$ cat src/rtl/ble_pkg.sv
package ble_pkg;

  // Sizing
  localparam int MAX_LEN     = 8192;
  localparam int WINDOW      = 50;
  localparam int SAMPLE_BITS = 16;

  localparam int ADDR_W = $clog2(MAX_LEN);
  localparam int CNT_W  = $clog2(MAX_LEN + 1);
  localparam int SLOT_W = $clog2(WINDOW);
  localparam int MAG_W  = 2 * SAMPLE_BITS;
  localparam int SUM_W  = MAG_W + $clog2(WINDOW);

  // Register and result field widths
  localparam int SS_W       = 13;
  localparam int PAD_W      = 10;
  localparam int SHIFT_W    = 4;
  localparam int EST_W      = 15;
  localparam int TOT_W      = 32;
  localparam int CFG_IDX_W  = 2;
  localparam int CFG_DATA_W = 13;

  localparam int SHIFT_MAX = (1 << SHIFT_W) - 1;
  localparam int CMP_W     = SUM_W + SHIFT_MAX;

  // Register reset values
  localparam logic [SS_W-1:0]    SEARCH_START_RST = SS_W'(1000);
  localparam logic [PAD_W-1:0]   TAIL_PAD_RST     = PAD_W'(100);
  localparam logic [SHIFT_W-1:0] THRESH_SHIFT_RST = SHIFT_W'(4);

  // Register indexes
  localparam logic [CFG_IDX_W-1:0] CFG_SEARCH_START = CFG_IDX_W'(0);
  localparam logic [CFG_IDX_W-1:0] CFG_TAIL_PAD     = CFG_IDX_W'(1);
  localparam logic [CFG_IDX_W-1:0] CFG_THRESH_SHIFT = CFG_IDX_W'(2);

  typedef enum logic [2:0] {
    ST_IDLE,
    ST_SQ_I,
    ST_SQ_Q,
    ST_UPD,
    ST_PEAK,
    ST_SCAN_RD,
    ST_SCAN_CMP,
    ST_DONE
  } state_t;

  // Control for the shared squaring unit
  typedef struct packed {
    logic sq_i;  // square I into the partial register
    logic sq_q;  // square Q and add the partial
  } mag_ctl_t;

endpackage

$ cat src/rtl/ble_mag_unit.sv
// One signed multiplier, used twice per sample: I*I, then Q*Q + partial.
module ble_mag_unit (
  input  logic                                clk,
  input  ble_pkg::mag_ctl_t                   ctl,
  input  logic signed [ble_pkg::SAMPLE_BITS-1:0] sample_i,
  input  logic signed [ble_pkg::SAMPLE_BITS-1:0] sample_q,
  output logic [ble_pkg::MAG_W-1:0]           mag
);

  logic signed [ble_pkg::SAMPLE_BITS-1:0] op;
  logic signed [ble_pkg::MAG_W-1:0]       prod;
  logic [ble_pkg::MAG_W-2:0]              sq_abs;
  logic [ble_pkg::MAG_W-2:0]              sq_r;
  logic [ble_pkg::MAG_W-1:0]              mag_r;

  assign op     = ctl.sq_q ? sample_q : sample_i;
  assign prod   = op * op;
  assign sq_abs = prod[ble_pkg::MAG_W-2:0];  // square is never negative
  assign mag    = mag_r;

  always_ff @(posedge clk) begin
    if (ctl.sq_i) begin
      sq_r <= sq_abs;
    end
    if (ctl.sq_q) begin
      mag_r <= {1'b0, sq_r} + {1'b0, sq_abs};
    end
  end

endmodule
$ cat config.mk
export PLATFORM = sky130hd
export DESIGN_NAME = ble_mag_unit
export DESIGN_NICKNAME = d
export VERILOG_FILES = /design/src/rtl/ble_pkg.sv /design/src/rtl/ble_mag_unit.sv
export SDC_FILE = /design/constraint.sdc
export NUM_CORES = 1
export LEC_CHECK = 0
export BUFFER_PORTS_ARGS = -buffer_cell sky130_fd_sc_hd__buf_2
export CAP_MARGIN = 15
export CORE_ASPECT_RATIO = 0.6
export CORE_MARGIN = 5
export CORE_UTILIZATION = 45
export CTS_CLUSTER_DIAMETER = 50
export DETAILED_ROUTE_END_ITERATION = 8
export PLACE_DENSITY = 0.75
export SLEW_MARGIN = 30
export SYNTH_ARGS = -nofsm -noshare
export SYNTH_HDL_FRONTEND = slang
export SYNTH_SLANG_ARGS = --single-unit
export TNS_END_PERCENT = 20
$ cat constraint.sdc
create_clock -name clk -period 8.5 [get_ports clk]
set_input_delay 0.85 -clock clk [delete_from_list [all_inputs] [get_ports clk]]
set_output_delay 0.85 -clock clk [all_outputs]
set_load 0.02 [all_outputs]
==> run metrics <==
status=complete, no violations; 1st-iter DRT viols=between 800 and 900; CTS Hold Bufs=0; number of max-cap violations=0; CP required=between 8 and 9 ns; Final Hold Fails=0; Core Region=0.0263 mm2; die footprint=between 0.03 and 0.04 mm2; Initial Utilization=roughly 45%; initial antenna violation count=0; CP bufs+invs=8; Worst path depth=32; worst hold path class=reg2reg; Non-Filler Cell Area, Final=around 0.013 mm2; clock-pin slew on the worst setup and hold paths=approximately 0.050 ns; clk root buf=clkbuf_16; fillers=2418; setup TNS=0 ns; relative slew slack=between 50% and 60%; worst-skew pair later-pin latency=approximately 0.32 ns; CTS tree=done; synth-to-layout area growth=12.4%; clk sink count=slightly above 60; Synth Flop Type=edfxtp_1; post-route core utilization=between 50% and 60%; syn_nets=about 1600; critical path arrival=8.25 ns; Tightest Pin Transition=~0.65 ns; Layout Cells excl Fill=between 1500 and 2000; hold path depth=1; Tcrit/Tclk final=96.3%; share of the yosys chip area belonging to registers=15.6%; grt total ovfl=0; Worst R2R Path Depth=9; synth warn=0; dpl cells=approximately 1700; slowest CP cell=fa_1; Residual DRC=0; EDFF count, synth=62; Setup violations, final=0; Yosys reg bits=62; largest net degree at the start of global routing=31; Distinct cells, synth=a little over 60; post-route minimum period=about 8 ns; DPL Wire Length=roughly 25000 um; largest fanout on the critical path=8; Port Buf Inserts=66; GP Congestion=0.989; CP top delay family=adder cells; clk buf depth=2; Mapped Area=around 0.012 mm2; DP Area=between 0.01 and 0.015 mm2; H-tree depth=3; Setup CP Type=in2reg; fmax=0.122 GHz; Row Count=46; Setup crit start kind=primary input; Synth Area per Inst=about 9.7 um2; antenna viol nets, final=0; Via density=5.03; Final Net Count=1722; die width=about 220 um; Tot GR Track Use=between 10% and 20%; num ports=67; diode count=0; Post-Syn Instances=roughly 1200; TritonCTS Buffers=9; most frequent CP cell=fa_1; CP Capture Type=flip-flop; Die Height=136 um; fin. max-slew vios=0; share of layout cells above drive strength 1=~12%; first-pass GRT wire length=around 46000 um; Via Count=roughly 8600; wire length per cell=about 17 um; fraction of registers with async set or reset after synthesis=0%; Critical Path Max Stage Delay=0.57 ns; vias in the first global route=~9000; Worst Skew=around 0.0044 ns; Routed WL=around 29000 um; drt first pass iters=8
## flip-flops by register name (all words and copies together) (netlist names)
signal and flops:
mag 32, sq_r 30
## synth_stat cells, types with 2 or more instances
| cell type | number | area, um2 |
|---|---|---|
| nand2_1 | 98 | 368 |
| xnor2_1 | 47 | 412 |
| a31o_2 | 3 | 26.3 |
| clkinv_1 | 4 | 15.0 |
| inv_1 | 335 | 1260 |
| nand4_1 | 7 | 43.8 |
| mux2i_1 | 12 | 120 |
| clkbuf_1 | 17 | 63.8 |
| nor2b_1 | 7 | 43.8 |
| o211ai_1 | 3 | 22.5 |
| inv_2 | 2 | 7.51 |
| a41oi_1 | 2 | 17.5 |
| fa_1 | 227 | 4540 |
| a211oi_1 | 8 | 60.1 |
| and3_1 | 8 | 50.1 |
| a21oi_1 | 48 | 240 |
| nand2b_1 | 4 | 25.0 |
| nand3_1 | 3 | 15.0 |
| xor2_1 | 17 | 149 |
| nand3b_1 | 2 | 15.0 |
| buf_1 | 2 | 7.51 |
| o21bai_1 | 3 | 22.5 |
| o21ai_1 | 11 | 55.1 |
| nor3_1 | 9 | 45.0 |
| nor2_1 | 93 | 349 |
| and2_1 | 3 | 18.8 |
| ha_1 | 115 | 1440 |
| a21o_1 | 24 | 180 |
| o31ai_1 | 3 | 22.5 |
| o21a_1 | 7 | 52.6 |
| nor3b_1 | 2 | 15.0 |
| o21ai_0 | 12 | 60.1 |
| edfxtp_1 | 62 | 1860 |
| or2_2 | 2 | 12.5 |
| a31oi_1 | 3 | 18.8 |
| mux2_2 | 6 | 67.6 |
## kinds of logic (layout without fill, tap and decap cells)
group	after synthesis	after routing	share of synthesized area, %
simple gates	244	244	8.71
mux	19	19	1.69
buf+inv	363	475	11.5
flops	62	62	15.6
fa+ha+maj	342	342	50.0
xor+xnor	65	65	4.82
compound gates	141	141	7.72
## worst paths after layout
check	startpoint	slack, ns	to
max	ctl[0]	0.32	mag[30]
min	sq_r[0]	0.54	mag[0]
max reg2reg	sq_r[3]	5.86	mag[29]
min reg2reg	sq_r[0]	0.54	mag[0]
## cells in the final DEF, fill, tap and decap left out, types with 8 or more instances in the layout
cell type  count
a21o_1        24
a21oi_1       44
and3_1         8
buf_2         65
buf_4         49
clkbuf_16     10
edfxtp_1      62
fa_1         227
ha_1         112
inv_1        334
mux2i_1        9
nand2_1       98
nor2_1        93
nor3_1         9
o21ai_0       11
o21ai_1       11
xnor2_1       47
xor2_1        17
## area by class of cell
| type | instances | area [um2] | area share [%] |
|---|---|---|---|
| tap | 360 | 450 | 3.35 |
| inverter | 342 | 1280 | 9.56 |
| clock buffer | 10 | 229 | 1.70 |
| timing repair buffer | 119 | 790 | 5.87 |
| sequential | 62 | 1860 | 13.9 |
| clock inverter | 4 | 16.3 | 0.121 |
| multi-input combinational | 811 | 8810 | 65.5 |
## layer usage
metal	part of all wire [%]	GRT usage [%]
met5	0	0
met2	37	26.1
met1	49	31.4
met3	13	7.46
met4	0.62	2.34
## metrics by stage
stage,hold slack (ns),setup WS [ns]
floorplan,0.513,0.0751
global placement,0.518,-0.0291
detailed placement,0.524,-0.179
CTS,0.542,0.146
global route,0.556,-0.00923
finish,0.535,0.319
## worst register-to-register path, cell delays in order (launching register included)
cell	delay [ns]
edfxtp_1	0.36
ha_1	0.36
a211oi_2	0.29
o21ai_1	0.18
a31oi_2	0.31
nand2_1	0.13
a41o_1	0.29
o211ai_2	0.18
a31o_1	0.21
xnor2_1	0.08
## timing repair
item                       in CTS  in global routing
resized for setup               0                 21
setup endpoints to repair       0                 13
buffers inserted                0                  6
Power is not shown: default switching activity piles up to over one toggle a cycle in this logic, so the estimate is an artifact.
